`config.mk`:
```
export PLATFORM = sky130hd
export DESIGN_NAME = quad_dac_command_decoder_top
export DESIGN_NICKNAME = d
export VERILOG_FILES = /design/src/design/qdac_pkg.sv /design/src/design/qdac_decoder.sv /design/src/design/qdac_emitter.sv /design/src/design/quad_dac_command_decoder_top.sv
export VERILOG_INCLUDE_DIRS = /design/src /design/src/design
export SDC_FILE = /design/constraint.sdc
export NUM_CORES = 1
export LEC_CHECK = 0
export ABC_AREA = 1
export BUFFER_PORTS_ARGS = -buffer_cell sky130_fd_sc_hd__buf_2
export CORE_MARGIN = 1.5
export CORE_UTILIZATION = 32
export CTS_CLUSTER_DIAMETER = 200
export DETAILED_ROUTE_END_ITERATION = 6
export PLACE_DENSITY = 0.57
export SYNTH_ARGS = -nofsm -noshare
export SYNTH_HDL_FRONTEND = slang
export SYNTH_HIERARCHICAL = 1
export SYNTH_SLANG_ARGS = --single-unit
```
`constraint.sdc`:
```
create_clock -name clk -period 5 [get_ports clk]
set_input_delay 1 -clock clk [delete_from_list [all_inputs] [get_ports clk]]
set_output_delay 1 -clock clk [all_outputs]
set_load 0.005 [all_outputs]
```
`src/design/assert_macros.svh`:
```
// Assertion macros shared by the DAC command decoder modules.
`ifndef ASSERT_MACROS_SVH
`define ASSERT_MACROS_SVH

// Implication checked on every rising edge, off while reset is held.
`define ASSERT_IMPLY(lbl, clk, rst_n, ante, cons, msg) \
    lbl: assert property (@(posedge clk) disable iff (!rst_n) (ante) |-> (cons)) \
        else $error(msg);

// Consequence checked in the cycle after the antecedent.
`define ASSERT_NEXT(lbl, clk, rst_n, ante, cons, msg) \
    lbl: assert property (@(posedge clk) disable iff (!rst_n) (ante) |=> (cons)) \
        else $error(msg);

`endif

```
`src/design/qdac_pkg.sv`:
```
// Shared types and constants of the quad DAC command decoder.
package qdac_pkg;

    localparam int NUM_CHANNELS = 4;
    localparam int CODE_BITS    = 12;
    localparam int CH_W         = 2;
    localparam int WORD_W       = 16;

    // Channel register word layout
    localparam int VREF_BIT = 15;
    localparam int PD_HI    = 14;
    localparam int PD_LO    = 13;
    localparam int GAIN_BIT = 12;

    localparam logic [CH_W-1:0] LAST_CH = CH_W'(NUM_CHANNELS - 1);

    // Bus event codes
    localparam logic [1:0] REQ_START = 2'd0;
    localparam logic [1:0] REQ_DATA  = 2'd1;
    localparam logic [1:0] REQ_STOP  = 2'd2;

    // Base of the device address byte
    localparam logic [7:0] ADDR_BASE = 8'hC0;

    // Results caused by one accepted bus word
    typedef struct packed {
        logic                                   has_results;
        logic                                   broadcast;
        logic [CH_W-1:0]                        first_ch;
        logic                                   to_eeprom;
        logic [NUM_CHANNELS-1:0][WORD_W-1:0]    words;
    } qdac_bundle_t;

endpackage

```
`src/design/qdac_decoder.sv`:
```
// Bus word decoder: transaction state, channel registers and EEPROM copies.
`include "assert_macros.svh"

module qdac_decoder
    import qdac_pkg::*;
(
    input  logic         clk,
    input  logic         rst_n,
    input  logic         cfg_we,
    input  logic [2:0]   cfg_wdata,
    input  logic         req_accept,
    input  logic [1:0]   req_type,
    input  logic [7:0]   byte_value,
    output qdac_bundle_t bundle
);

    // Command state codes
    localparam logic [2:0] CMD_NONE   = 3'd0;
    localparam logic [2:0] CMD_FAST   = 3'd1;
    localparam logic [2:0] CMD_SINGLE = 3'd2;
    localparam logic [2:0] CMD_SEQ    = 3'd3;
    localparam logic [2:0] CMD_PWRDN  = 3'd4;
    localparam logic [2:0] CMD_DONE   = 3'd5;

    // Command byte opcodes
    localparam logic [1:0] OP_FAST   = 2'b00;
    localparam logic [4:0] OP_SINGLE = 5'b01011;
    localparam logic [4:0] OP_SEQ    = 5'b01010;
    localparam logic [2:0] OP_PWRDN  = 3'b101;
    localparam logic [2:0] OP_VREF   = 3'b100;
    localparam logic [2:0] OP_GAIN   = 3'b110;

    logic [2:0]      addr_sel_reg;
    logic            phase_reg, phase_next;
    logic [2:0]      cmd_reg, cmd_next;
    logic            pos_reg, pos_next;
    logic [7:0]      held_reg, held_next;
    logic [CH_W-1:0] tgt_reg, tgt_next;
    logic [NUM_CHANNELS-1:0][WORD_W-1:0] chan_reg, chan_next;
    logic [NUM_CHANNELS-1:0][WORD_W-1:0] eep_reg, eep_next;

    logic [7:0]        addr_byte;
    logic [WORD_W-1:0] pair_word;
    logic [7:0]        pd_all;
    logic              eep_write;

    assign addr_byte = ADDR_BASE + {4'b0, addr_sel_reg, 1'b0};
    assign pair_word = {held_reg, byte_value};
    assign pd_all    = {held_reg[3:0], byte_value[7:4]};
    assign eep_write = (req_type == REQ_DATA) && phase_reg && pos_reg
                       && (cmd_reg == CMD_SINGLE || cmd_reg == CMD_SEQ);

    // Next state and result bundle for the presented word
    always_comb
    begin
        phase_next = phase_reg;
        cmd_next   = cmd_reg;
        pos_next   = pos_reg;
        held_next  = held_reg;
        tgt_next   = tgt_reg;
        chan_next  = chan_reg;
        eep_next   = eep_reg;
        bundle.has_results = 1'b0;
        bundle.broadcast   = 1'b0;
        bundle.first_ch    = tgt_reg;
        bundle.to_eeprom   = 1'b0;

        case (req_type)
            REQ_START:
            begin
                phase_next = (byte_value == addr_byte);
                cmd_next   = CMD_NONE;
                pos_next   = 1'b0;
            end
            REQ_STOP:
            begin
                phase_next = 1'b0;
                cmd_next   = CMD_NONE;
                pos_next   = 1'b0;
            end
            REQ_DATA:
            begin
                if (phase_reg)
                begin
                    case (cmd_reg)
                        CMD_NONE:
                        begin
                            pos_next = 1'b0;
                            if (byte_value[7:6] == OP_FAST)
                            begin
                                cmd_next  = CMD_FAST;
                                held_next = byte_value;
                                tgt_next  = '0;
                                pos_next  = 1'b1;
                            end
                            else if (byte_value[7:3] == OP_SINGLE)
                            begin
                                cmd_next = CMD_SINGLE;
                                tgt_next = byte_value[2:1];
                            end
                            else if (byte_value[7:3] == OP_SEQ)
                            begin
                                cmd_next = CMD_SEQ;
                                tgt_next = byte_value[2:1];
                            end
                            else if (byte_value[7:5] == OP_PWRDN)
                            begin
                                cmd_next  = CMD_PWRDN;
                                held_next = byte_value;
                            end
                            else
                            begin
                                cmd_next = CMD_DONE;
                                // broadcast vref or gain select, channel A in bit 3
                                if (byte_value[7:5] == OP_VREF || byte_value[7:5] == OP_GAIN)
                                begin
                                    for (int i = 0; i < NUM_CHANNELS; i++)
                                    begin
                                        if (byte_value[7:5] == OP_VREF)
                                            chan_next[i][VREF_BIT] = byte_value[3-i];
                                        else
                                            chan_next[i][GAIN_BIT] = byte_value[3-i];
                                    end
                                    bundle.has_results = 1'b1;
                                    bundle.broadcast   = 1'b1;
                                end
                            end
                        end
                        CMD_FAST:
                        begin
                            if (!pos_reg)
                            begin
                                held_next = byte_value;
                                pos_next  = 1'b1;
                            end
                            else
                            begin
                                // vref and gain are kept
                                chan_next[tgt_reg][PD_HI:PD_LO] = held_reg[5:4];
                                chan_next[tgt_reg][CODE_BITS-1:0] = pair_word[CODE_BITS-1:0];
                                tgt_next = tgt_reg + 1'b1;
                                pos_next = 1'b0;
                                bundle.has_results = 1'b1;
                            end
                        end
                        CMD_SINGLE, CMD_SEQ:
                        begin
                            if (!pos_reg)
                            begin
                                held_next = byte_value;
                                pos_next  = 1'b1;
                            end
                            else
                            begin
                                chan_next[tgt_reg] = pair_word;
                                eep_next[tgt_reg]  = pair_word;
                                pos_next = 1'b0;
                                if (cmd_reg == CMD_SINGLE || tgt_reg == LAST_CH)
                                    cmd_next = CMD_DONE;
                                else
                                    tgt_next = tgt_reg + 1'b1;
                                bundle.has_results = 1'b1;
                                bundle.to_eeprom   = 1'b1;
                            end
                        end
                        CMD_PWRDN:
                        begin
                            for (int i = 0; i < NUM_CHANNELS; i++)
                                chan_next[i][PD_HI:PD_LO] = pd_all[7-2*i -: 2];
                            cmd_next = CMD_DONE;
                            bundle.has_results = 1'b1;
                            bundle.broadcast   = 1'b1;
                        end
                        default:
                        begin
                            cmd_next = cmd_reg;
                        end
                    endcase
                end
            end
            default:
            begin
                phase_next = phase_reg;
            end
        endcase

        if (bundle.broadcast)
            bundle.first_ch = '0;
        bundle.words = chan_next;
    end

    // Address select register
    always_ff @(posedge clk or negedge rst_n)
    begin
        if (!rst_n)
            addr_sel_reg <= '0;
        else if (cfg_we)
            addr_sel_reg <= cfg_wdata;
    end

    // Transaction state and channel storage
    always_ff @(posedge clk or negedge rst_n)
    begin
        if (!rst_n)
        begin
            phase_reg <= 1'b0;
            cmd_reg   <= CMD_NONE;
            pos_reg   <= 1'b0;
            held_reg  <= '0;
            tgt_reg   <= '0;
            chan_reg  <= '0;
            eep_reg   <= '0;
        end
        else if (req_accept)
        begin
            phase_reg <= phase_next;
            cmd_reg   <= cmd_next;
            pos_reg   <= pos_next;
            held_reg  <= held_next;
            tgt_reg   <= tgt_next;
            chan_reg  <= chan_next;
            eep_reg   <= eep_next;
        end
    end

    `ASSERT_NEXT(a_eep_match, clk, rst_n, req_accept && eep_write,
        eep_reg[$past(tgt_reg)] == chan_reg[$past(tgt_reg)],
        "EEPROM copy differs from channel register after write")

    `ASSERT_NEXT(a_start_clears, clk, rst_n, req_accept && req_type == REQ_START,
        cmd_reg == CMD_NONE && !pos_reg,
        "start did not clear the command state")

endmodule

```
`src/design/qdac_emitter.sv`:
```
// Result sequencer: holds one word's results and shows them one per cycle while the receiver does not stall.
`include "assert_macros.svh"

module qdac_emitter
    import qdac_pkg::*;
(
    input  logic                 clk,
    input  logic                 rst_n,
    input  logic                 load,
    input  qdac_bundle_t         bundle,
    output logic                 busy,
    output logic                 res_valid,
    input  logic                 res_stall,
    output logic [CH_W-1:0]      channel,
    output logic [CODE_BITS-1:0] code,
    output logic                 vref_internal,
    output logic                 gain_double,
    output logic [1:0]           power_down,
    output logic                 to_eeprom,
    output logic                 last
);

    logic                                bv_reg;
    logic [CH_W-1:0]                     bch_reg;
    logic [CH_W-1:0]                     blast_reg;
    logic                                beep_reg;
    logic [NUM_CHANNELS-1:0][WORD_W-1:0] bwords_reg;

    logic              ov_reg;
    logic [CH_W-1:0]   och_reg;
    logic [WORD_W-1:0] oword_reg;
    logic              oeep_reg;
    logic              olast_reg;

    logic take;
    logic take_last;

    assign take      = bv_reg && (!ov_reg || !res_stall);
    assign take_last = take && (bch_reg == blast_reg);
    assign busy      = bv_reg && !take_last;

    // Pending result control
    always_ff @(posedge clk or negedge rst_n)
    begin
        if (!rst_n)
        begin
            bv_reg  <= 1'b0;
            bch_reg <= '0;
        end
        else if (load)
        begin
            bv_reg  <= bundle.has_results;
            bch_reg <= bundle.first_ch;
        end
        else if (take)
        begin
            if (take_last)
                bv_reg <= 1'b0;
            else
                bch_reg <= bch_reg + 1'b1;
        end
    end

    // Pending result payload
    always_ff @(posedge clk)
    begin
        if (load)
        begin
            blast_reg  <= bundle.broadcast ? LAST_CH : bundle.first_ch;
            beep_reg   <= bundle.to_eeprom;
            bwords_reg <= bundle.words;
        end
    end

    // Output register valid
    always_ff @(posedge clk or negedge rst_n)
    begin
        if (!rst_n)
            ov_reg <= 1'b0;
        else if (take)
            ov_reg <= 1'b1;
        else if (!res_stall)
            ov_reg <= 1'b0;
    end

    // Output register payload
    always_ff @(posedge clk)
    begin
        if (take)
        begin
            och_reg   <= bch_reg;
            oword_reg <= bwords_reg[bch_reg];
            oeep_reg  <= beep_reg;
            olast_reg <= take_last;
        end
    end

    assign res_valid     = ov_reg;
    assign channel       = och_reg;
    assign code          = oword_reg[CODE_BITS-1:0];
    assign vref_internal = oword_reg[VREF_BIT];
    assign gain_double   = oword_reg[GAIN_BIT];
    assign power_down    = oword_reg[PD_HI:PD_LO];
    assign to_eeprom     = oeep_reg;
    assign last          = olast_reg;

    `ASSERT_NEXT(a_pending_moves, clk, rst_n, bv_reg && !ov_reg, ov_reg,
        "pending result not moved into empty output register")

    `ASSERT_NEXT(a_last_marked, clk, rst_n, take_last, ov_reg && olast_reg,
        "final result of a word not marked last")

    `ASSERT_IMPLY(a_no_load_busy, clk, rst_n, load, !bv_reg || take_last,
        "word accepted over unfinished results")

endmodule

```
`src/design/quad_dac_command_decoder_top.sv`:
```
// Top level of the quad DAC command decoder.
// Results of an accepted word wait in the sequencer's pending register, then move into the output register.
// Throughput: one bus word per cycle while the output is not stalled; a broadcast select stalls the input
// while the sequencer moves its four results, one per cycle when not stalled, into the output register.
// Reset (rst_n low, asynchronous) idles the bus state, clears address select and
// zeroes all channel registers and EEPROM copies.
module quad_dac_command_decoder_top
    import qdac_pkg::*;
(
    input  logic                 clk,
    input  logic                 rst_n,
    input  logic                 cfg_we,
    input  logic [2:0]           cfg_wdata,
    input  logic                 req_valid,
    output logic                 req_stall,
    input  logic [1:0]           req_type,
    input  logic [7:0]           byte_value,
    output logic                 res_valid,
    input  logic                 res_stall,
    output logic [CH_W-1:0]      channel,
    output logic [CODE_BITS-1:0] code,
    output logic                 vref_internal,
    output logic                 gain_double,
    output logic [1:0]           power_down,
    output logic                 to_eeprom,
    output logic                 last
);

    qdac_bundle_t bundle;
    logic         busy;
    logic         req_accept;

    assign req_stall  = busy;
    assign req_accept = req_valid && !busy;

    // Word decode and channel storage
    qdac_decoder u_decoder (
        .clk        (clk),
        .rst_n      (rst_n),
        .cfg_we     (cfg_we),
        .cfg_wdata  (cfg_wdata),
        .req_accept (req_accept),
        .req_type   (req_type),
        .byte_value (byte_value),
        .bundle     (bundle)
    );

    // Result sequencing
    qdac_emitter u_emitter (
        .clk           (clk),
        .rst_n         (rst_n),
        .load          (req_accept),
        .bundle        (bundle),
        .busy          (busy),
        .res_valid     (res_valid),
        .res_stall     (res_stall),
        .channel       (channel),
        .code          (code),
        .vref_internal (vref_internal),
        .gain_double   (gain_double),
        .power_down    (power_down),
        .to_eeprom     (to_eeprom),
        .last          (last)
    );

endmodule

```
==> results.sh, run 1 <==
export IMPL_p_leak_nw=4.437
export IMPL_via_count=6399
export IMPL_area_delta_synth_final_pct=12.56
export IMPL_cts_resized=0
export IMPL_synth_nets=973
export IMPL_overflow=0
export IMPL_fp_dieW_um=165.4
export IMPL_fin_cells=1326
export IMPL_ys_ff_latch=173
export IMPL_initial_core_util_pct=32.46
export IMPL_worstSetupPathType="flop to primary output"
export IMPL_antenna_found_initial=0
export IMPL_fin_crit_sh_pct=66.65
export IMPL_cts_setup_buffers=0
export IMPL_vias_per_cell=4.826
export IMPL_htreeDepth=4
export IMPL_critPathRequiredTime_ns=4.00
export IMPL_avgSynthCellArea_um2=8.869
export IMPL_synth_cell_types=36
export IMPL_postSynthCellCount=951
export IMPL_grt_max_degree=118
export IMPL_wl_per_cell_um=15.36
export IMPL_setup_tns_ns=0
export IMPL_peakVddDrop_v=0.0002171
export IMPL_cts_sinks=173
export IMPL_clockRootBuffer="clkbuf_16"
export IMPL_first_global_vias=5923
export IMPL_portBuffers=39
export IMPL_min_path_type="flop to flop"
export IMPL_cp_max_fo=21
export IMPL_die_y_um=165.4
export IMPL_fin_crit_ns=3.333
export IMPL_cts_tree="done"
export IMPL_coreArea_mm2=0.02598
export IMPL_post_dp_hpwl_um=13030
export IMPL_fillers=2696
export IMPL_status="finished clean"
export IMPL_finalSetupViolations=0
export IMPL_ios=40
export IMPL_ctsHoldBuffers=0
export IMPL_drt_initial_drc_count=482
export IMPL_slew_violations=0
export IMPL_grt_pass1_wl_um=32900
export IMPL_fin_skew_ns=0.01304
export IMPL_numCtsBuffers=17
export IMPL_cts_clk_slew_worst_paths_ns=0.07
export IMPL_startpoint_type="flop"
export IMPL_critPathArrivalTime_ns=2.33
export IMPL_placedCellCount=1294
export IMPL_ant_nets=0
export IMPL_netlist_area_mm2=0.008434
export IMPL_num_rows=59
export IMPL_p_per_area_mw_per_mm2=354.7
export IMPL_cp_end_kind="primary output"
export IMPL_insertion_delay_ns=0.44
export IMPL_ys_seq_area_share_pct=56.49
export IMPL_routed_wl_um=20370
export IMPL_hold_viol=0
export IMPL_gp_congestion=0.8870
export IMPL_first_pass_iters=4
export IMPL_slew_headroom_pct=35.10
export IMPL_nets=1000
export IMPL_max_freq_mhz=300.1
export IMPL_groute_usage_overall_pct=16.00
export IMPL_grt_setup_unrepaired="false"
export IMPL_yosys_warnings=6
export IMPL_dieArea_mm2=0.02734
export IMPL_drc_errors=0
export IMPL_worst_pin_slew_ns=0.9735
export IMPL_clock_path_buffers=2
export IMPL_n_antenna_cell=0
export IMPL_drive_gt1_share_pct=15.44
export IMPL_drv_cap=0
cell usage after synthesis (all sizes together):
cell type,number,area (um^2)
or2,2,12.51
nand2,386,1511
buf,26,187.7
clkinv,1,3.750
edfxtp,87,2613
a211oi,1,7.510
o22ai,18,112.6
o21ai,117,765.7
inv,64,250.2
nor3b,1,7.510
nor2,82,326.6
nand4,5,37.53
nor3,2,10.01
a21boi,8,60.06
clkbuf,10,41.29
mux2,2,22.52
a21oi,11,66.32
ha,4,50.05
a31oi,1,6.260
dfrtp,86,2152
nand3,37,190.2
path summary, 6_finish.rpt:
kind / from / endpoint / slack, ns / depth (start not counted)
max: u_emitter/bch_reg[1] / req_stall / 1.67 / 7
min: u_emitter/beep_reg / u_emitter/to_eeprom / 0.43 / 0
max reg2reg: u_emitter/bch_reg[0] / u_decoder/cmd_reg[2] / 1.74 / 12
min reg2reg: u_emitter/beep_reg / u_emitter/to_eeprom / 0.43 / 0
max in group asynchronous: rst_n / u_emitter/bv_reg / 3.38 / 2
min in group asynchronous: rst_n / u_decoder/chan_reg[11] / 0.63 / 1
where the power goes:
group / switching [mW] / leakage (nW) / internal (mW)
combinational: 0.249 / 2.09 / 0.106
clock: 0.653 / 0.299 / 0.727
sequential: 0.0531 / 2.05 / 1.58
critical path, stage by stage (launching register included):
cell and delay [ns]:
dfrtp_1 0.98, inv_4 0.29, nand2_4 0.13, nand2_2 0.06, nand3_1 0.13, nand2_1 0.06, inv_1 0.10, buf_2 0.14
through the flow:
step	area (um^2)	utilization, %	power (mW)	hold WS [ns]	setup WS [ns]
finish	9494	36.54	3.368	0.4350	1.667
floorplan	8434	-	1.899	0.4003	0.2142
global placement	8877	34.16	2.016	0.4105	1.584
CTS	9494	36.54	3.403	0.4392	1.590
global route	9494	36.54	3.513	0.4454	1.334
detailed placement	8877	34.16	2.021	0.4390	1.420
metal layers:
metal	routed length (um)	up-vias	track usage (%)
met3	870	18	2.448
met4	294	0	5.519
li1	-	3184	-
met1	9980	3039	22.77
met5	0	-	0
met2	9221	158	24.76
final cells by class:
cell class / instances / area [um^2] / area share, %
Clock buffer: 17 / 425.4 / 4.481
Clock inverter: 15 / 191.4 / 2.016
Inverter: 65 / 254.0 / 2.675
Multi-Input combinational cell: 677 / 3192 / 33.62
Sequential cell: 173 / 4765 / 50.18
Tap cell: 335 / 419.2 / 4.415
Timing Repair Buffer: 44 / 247.7 / 2.609
cells in the final DEF (no fill, tap or decap), types with 2 or more instances in the layout:
cell type	n
ha_1	4
edfxtp_1	87
a21boi_0	8
o22ai_1	18
nor3_1	2
inv_1	55
mux2_2	2
nand2_1	375
inv_4	2
buf_4	5
o21ai_2	48
a21oi_1	10
o21ai_1	9
nor2_1	80
nand3_1	36
inv_6	6
nand2_2	4
o21ai_0	60
dfrtp_1	86
clkinv_8	3
nand2_4	7
nand4_1	4
clkbuf_16	17
or2_2	2
buf_2	38
inv_8	4
inv_2	6
cells by family after synthesis:
family,count (synthesis),share of synthesized area [%]
buf+inv,101,5.726
flops,173,56.49
compound gates,156,12.08
fa+ha+maj,4,0.5934
mux,2,0.2670
simple gates,515,24.85
(Power assumes the default switching activity.)
==> run 2: changes to the inputs <==
--- a/config.mk
+++ b/config.mk
@@ -6,7 +6,7 @@
 export SDC_FILE = /design/constraint.sdc
 export NUM_CORES = 1
 export LEC_CHECK = 0
-export ABC_AREA = 1
+export ABC_AREA = 0
 export BUFFER_PORTS_ARGS = -buffer_cell sky130_fd_sc_hd__buf_2
 export CORE_MARGIN = 1.5
 export CORE_UTILIZATION = 32
==> constraint.sdc (replaced) <==
create_clock -name clk -period 3.36 [get_ports clk]
set_input_delay 0.672 -clock clk [delete_from_list [all_inputs] [get_ports clk]]
set_output_delay 0.672 -clock clk [all_outputs]
set_load 0.005 [all_outputs]
==> results.sh, run 2 <==
export IMPL_cts_sinks=173
export IMPL_cts_setup_buffers=0
export IMPL_cts_clk_slew_worst_paths_ns=0.07
export IMPL_drive_gt1_share_pct=34.87
export IMPL_most_common_layout_cells="mux2_2, edfxtp_1, dfrtp_1"
export IMPL_avgSynthCellArea_um2=13.86
export IMPL_ys_ff_latch=173
export IMPL_fin_crit_ns=2.670
export IMPL_worstSetupPathType="flop to flop"
export IMPL_placed_area_mm2=0.008626
export IMPL_fin_skew_ns=0.01194
export IMPL_slew_violations=0
export IMPL_fin_crit_sh_pct=79.46
export IMPL_synth_area_leaders="edfxtp_1, dfrtp_1, mux2_2"
export IMPL_clock_path_buffers=2
export IMPL_critPathRequiredTime_ns=3.68
export IMPL_seqCellArea_mm2=0.004765
export IMPL_startpoint_type="flop"
export IMPL_synth_top_area_share_pct=32.23
export IMPL_p_per_area_mw_per_mm2=520.2
export IMPL_initial_core_util_pct=32.37
export IMPL_routed_wl_um=18320
export IMPL_placedCellCount=926
export IMPL_yosysMostFrequentCell="mux2_2"
export IMPL_p_leak_nw=3.822
export IMPL_cp_end_kind="flop"
export IMPL_synthTopCellsByCount="mux2_2, edfxtp_1, dfrtp_1"
export IMPL_gp_congestion=0.8219
export IMPL_insertion_delay_ns=0.43
export IMPL_ant_nets=0
export IMPL_ios=40
export IMPL_wl_per_cell_um=19.13
export IMPL_yosysTopAreaCell="edfxtp_1"
export IMPL_finalSetupViolations=0
export IMPL_synth_ff_type="edfxtp_1"
export IMPL_cp_max_fo=91
export IMPL_max_freq_mhz=374.6
export IMPL_coreArea_mm2=0.02504
export IMPL_drc_errors=1
export IMPL_fillers=2338
export IMPL_grt_setup_unrepaired="false"
export IMPL_htreeDepth=4
export IMPL_drt_initial_drc_count=378
export IMPL_grt_pass1_wl_um=28900
export IMPL_final_area_mm2=0.009208
export IMPL_fp_dieW_um=162.2
export IMPL_power_total_mw=4.790
export IMPL_status="finished with violations"
export IMPL_num_rows=58
export IMPL_cts_tree="done"
export IMPL_drv_cap=0
export IMPL_overflow=0
export IMPL_groute_usage_overall_pct=14.59
export IMPL_layout_commonest_cell="mux2_2"
export IMPL_clockRootBuffer="clkbuf_16"
export IMPL_fin_ws_ns=0.6901
export IMPL_portBuffers=39
export IMPL_grt_max_degree=92
export IMPL_vias_per_cell=5.216
export IMPL_via_count=4997
export IMPL_nets=637
export IMPL_yosys_warnings=6
export IMPL_hold_viol=0
export IMPL_antenna_found_initial=1
export IMPL_fin_cells=958
export IMPL_synth_nets=607
export IMPL_slew_headroom_pct=52.17
export IMPL_first_pass_iters=7
export IMPL_postSynthCellCount=585
export IMPL_ys_seq_area_share_pct=58.78
export IMPL_synthArstFlopShare_pct=49.71
export IMPL_critPathArrivalTime_ns=2.99
export IMPL_ctsHoldBuffers=0
export IMPL_peakVddDrop_v=0.0002772
export IMPL_synth_edf_count=87
export IMPL_dp_slack_ns=0.5251
export IMPL_first_global_vias=5053
export IMPL_multi_input_area_mm2=0.003104
export IMPL_worst_pin_slew_ns=0.7174
export IMPL_netlist_area_mm2=0.008105
export IMPL_die_y_um=162.2
export IMPL_min_path_type="input pin to async pin"
export IMPL_dieArea_mm2=0.02629
export IMPL_synth_cell_types=65
export IMPL_cts_resized=0
export IMPL_r2r_cells=7
export IMPL_numCtsBuffers=17
export IMPL_post_dp_hpwl_um=11530
export IMPL_violations="design-rule violations"
export IMPL_n_antenna_cell=0
export IMPL_area_delta_synth_final_pct=13.60
[run 2: cell types whose count changed in the layout (fill, tap and decap cells not counted), sizes merged, moves of 9 or more]
cell,change
mux2,+104
nand2,-354
nand3,-25
o21ai,-89
nor2,-57
nor2b,+10
a21oi,+17
mux4,+16
inv,-60
o22ai,-17
buf,+9
[run 2: critical path: stages, from the launching register on]
cell	delay [ns]
dfrtp_1	0.38
xor2_1	0.39
o31a_1	0.29
nor2b_4	0.08
buf_12	0.21
nand2b_1	0.24
a21boi_0	0.45
mux2_2	0.39
[run 2: report_power, final]
| part | switching, mW | internal, mW |
|---|---|---|
| Sequential | 0.0561 | 2.33 |
| Combinational | 0.269 | 0.184 |
| Clock | 0.898 | 1.05 |
| Total | 1.22 | 3.57 |
[run 2: layout make-up]
class                   instances  share of cell area [%]
repair buffers                 53                   3.424
multi-input cells             363                   33.71
well taps                     330                   4.484
flip-flops and latches        173                   51.75
clock buffers                  18                   4.661
clock inverters                14                   1.658
inverters                       7                  0.3125
[run 2: per-layer routing]
layer	wire [um]	vias to the layer above	global-route usage, %
met1	7978	2564	18.71
li1	-	2262	-
met5	11	-	0
met2	9159	134	24.13
met4	410	2	6.255
met3	762	35	2.835
[run 2: kinds of logic (layout without fill, tap and decap cells)]
logic type | after synthesis | in the layout | synth area share (%)
simple gates | 121 | 121 | 7.827
flops | 173 | 173 | 58.78
mux | 128 | 128 | 20.28
fa+ha+maj | 4 | 4 | 0.6175
xor+xnor | 5 | 5 | 0.5404
compound gates | 105 | 105 | 8.985
buf+inv | 49 | 92 | 2.964
[run 2: through the flow]
stage,utilization (%),setup TNS (ns),hold slack [ns]
after floorplan,-,-3.660,0.3764
after global placement,34.45,0,0.4081
after detailed placement,34.45,0,0.4212
after CTS,36.78,0,0.2804
after global routing,36.78,0,0.2918
final,36.78,0,0.2485
[run 2: final timing paths]
path	startpoint	endpoint	slack, ns
setup / recovery	u_emitter/bch_reg[0]	u_decoder/cmd_reg[1]	0.69
hold reg to reg	u_emitter/beep_reg	u_emitter/to_eeprom	0.44
min in group clk	u_emitter/beep_reg	u_emitter/to_eeprom	0.44
max in group asynchronous	rst_n	u_decoder/addr_sel_reg[0]	2.35
hold / removal	rst_n	u_decoder/chan_reg[11]	0.25
setup reg to reg	u_emitter/bch_reg[0]	u_decoder/cmd_reg[1]	0.69
==> run 3: changes to the inputs <==
--- a/config.mk
+++ b/config.mk
@@ -12,7 +12,7 @@
 export CORE_UTILIZATION = 32
 export CTS_CLUSTER_DIAMETER = 200
 export DETAILED_ROUTE_END_ITERATION = 6
-export PLACE_DENSITY = 0.57
+export PLACE_DENSITY = 0.59
 export SYNTH_ARGS = -nofsm -noshare
 export SYNTH_HDL_FRONTEND = slang
 export SYNTH_HIERARCHICAL = 1
==> constraint.sdc (replaced) <==
create_clock -name clk -period 2.4 [get_ports clk]
set_input_delay 0.48 -clock clk [delete_from_list [all_inputs] [get_ports clk]]
set_output_delay 0.48 -clock clk [all_outputs]
set_load 0.005 [all_outputs]
==> results.sh, run 3 (synthesis results as in run 2) <==
export IMPL_r2r_cells=8
export IMPL_num_rows=58
export IMPL_post_dp_hpwl_um=12670
export IMPL_drive_gt1_share_pct=37.58
export IMPL_wl_per_cell_um=19.46
export IMPL_dieArea_mm2=0.02629
export IMPL_cts_sinks=173
export IMPL_slowest_stage="or4b_4"
export IMPL_htreeDepth=4
export IMPL_p_switching_mw=1.674
export IMPL_insertion_delay_ns=0.43
export IMPL_cts_clk_slew_worst_paths_ns=0.07
export IMPL_path_buf_inv=1
export IMPL_min_from="cfg_wdata[2]"
export IMPL_power_total_mw=6.996
export IMPL_p_per_area_mw_per_mm2=732.1
export IMPL_slowest_delay_ns=0.49
export IMPL_hold_viol=0
export IMPL_clockRootBuffer="clkbuf_16"
export IMPL_slew_headroom_pct=56.33
export IMPL_startpoint_type="flop"
export IMPL_fin_crit_ns=2.366
export IMPL_antenna_found_initial=1
export IMPL_holdPathEnd="u_decoder/addr_sel_reg[2]"
export IMPL_cp_max_fo=4
export IMPL_p_leak_nw=4.000
export IMPL_status="finished clean"
export IMPL_clkPwrFrac_pct=42.6
export IMPL_portBuffers=39
export IMPL_r2r_slack_ns=0.03
export IMPL_groute_usage_overall_pct=15.45
export IMPL_ant_nets=0
export IMPL_worstSetupPathType="flop to flop"
export IMPL_cts_setup_buffers=0
export IMPL_timing_rr_end="u_decoder/pos_reg"
export IMPL_grt_pass1_wl_um=30530
export IMPL_intPower_mw=5.322
export IMPL_grt_setup_unrepaired="true"
export IMPL_vias_per_cell=5.165
export IMPL_numCtsBuffers=17
export IMPL_via_count=5077
export IMPL_initial_core_util_pct=32.37
export IMPL_fp_dieW_um=162.2
export IMPL_holdPathStages=2
export IMPL_drt_initial_drc_count=338
export IMPL_clock_path_buffers=2
export IMPL_p_seq_share_pct=47.6
export IMPL_die_y_um=162.2
export IMPL_finalSetupViolations=0
export IMPL_layout_commonest_cell="mux2_2"
export IMPL_coreArea_mm2=0.02504
export IMPL_fin_skew_ns=0.006602
export IMPL_critPathArrivalTime_ns=2.74
export IMPL_drc_errors=0
export IMPL_ios=40
export IMPL_r2r_start="u_emitter/bch_reg[0]"
export IMPL_nets=661
export IMPL_area_delta_synth_final_pct=17.89
export IMPL_peakVddDrop_v=0.0004716
export IMPL_slew_violations=0
export IMPL_cp_end_kind="flop"
export IMPL_comb_power_share_pct=9.7
export IMPL_gp_congestion=0.8832
export IMPL_first_pass_iters=5
export IMPL_cts_tree="done"
export IMPL_drv_cap=0
export IMPL_routed_wl_um=19130
export IMPL_min_path_type="input pin to flop"
export IMPL_whs_ns=0.2855
export IMPL_critPathRequiredTime_ns=2.77
export IMPL_worst_pin_slew_ns=0.6526
export IMPL_most_common_layout_cells="mux2_2, edfxtp_1, dfrtp_1"
export IMPL_setup_tns_ns=0
export IMPL_crit_chain="xor2_1 > o31a_1 > nor2b_4 > inv_4 > or4b_4 > or4_4 > o311ai_2 > a22o_1"
export IMPL_p_sw_share_pct=23.93
export IMPL_overflow=0
export IMPL_max_freq_mhz=422.6
export IMPL_first_global_vias=5304
export IMPL_fin_crit_sh_pct=98.59
export IMPL_grt_max_degree=41
export IMPL_cpLargestDelayFamily="simple AND/OR/NAND/NOR gates"
[run 3: per-stage QoR]
stage	worst slack [ns]	instance area [um^2]	util, %	std cells
floorplan	-1.125	8154	-	585
detailed placement	-0.07816	8894	35.52	949
finish	0.03374	9555	38.17	983
global placement	-0.07889	8894	35.52	949
CTS	0.06225	9538	38.10	982
global route	-0.03628	9553	38.16	982
[run 3: timing repair]
item,4_1_cts,5_1_grt
hold endpoints to repair,8,0
resized for setup,0,3
hold buffers,1,0
endpoints found under the setup margin,0,7
[run 3: worst max-delay path by stage]
stage	start	endpoint	slack, ns	depth (start not counted)
finish	u_emitter/bch_reg[0]	u_decoder/pos_reg	0.03	8
CTS	u_emitter/bch_reg[0]	u_decoder/pos_reg	0.06	8
detailed placement	res_stall	u_decoder/pos_reg	-0.08	9
global route	u_emitter/bch_reg[0]	u_decoder/pos_reg	-0.04	8
floorplan	res_stall	u_decoder/pos_reg	-1.12	9
global placement	res_stall	u_decoder/pos_reg	-0.08	9
[run 3: final cells by class]
class | instances | area, um^2
diodes | 1 | 2.502
clock buffers | 18 | 429.2
clock inverters | 14 | 205.2
fillers | 2373 | 15480
inverters | 7 | 28.78
multi-input cells | 363 | 3123
flip-flops and latches | 173 | 4765
well taps | 330 | 412.9
repair buffers | 77 | 589.3
[run 3: routing by layer]
metal	wire, um	GRT usage, %	up-vias	share of wire [%]
met2	9393	25.28	123	49
met4	340	5.129	0	1.8
met1	8540	20.35	2626	45
li1	-	-	2306	-
met3	855	3.396	22	4.5
met5	0	0	-	0
[run 3: power groups by stage]
| stage | clock [mW] | combinational, mW | sequential, mW |
|---|---|---|---|
| finish | 2.98 | 0.681 | 3.33 |
| global route | 3.16 | 0.756 | 3.34 |
| CTS | 3.05 | 0.685 | 3.33 |
| detailed placement | 0 | 0.678 | 3.39 |
| global placement | 0 | 0.668 | 3.38 |
| floorplan | 0 | 0.449 | 3.37 |
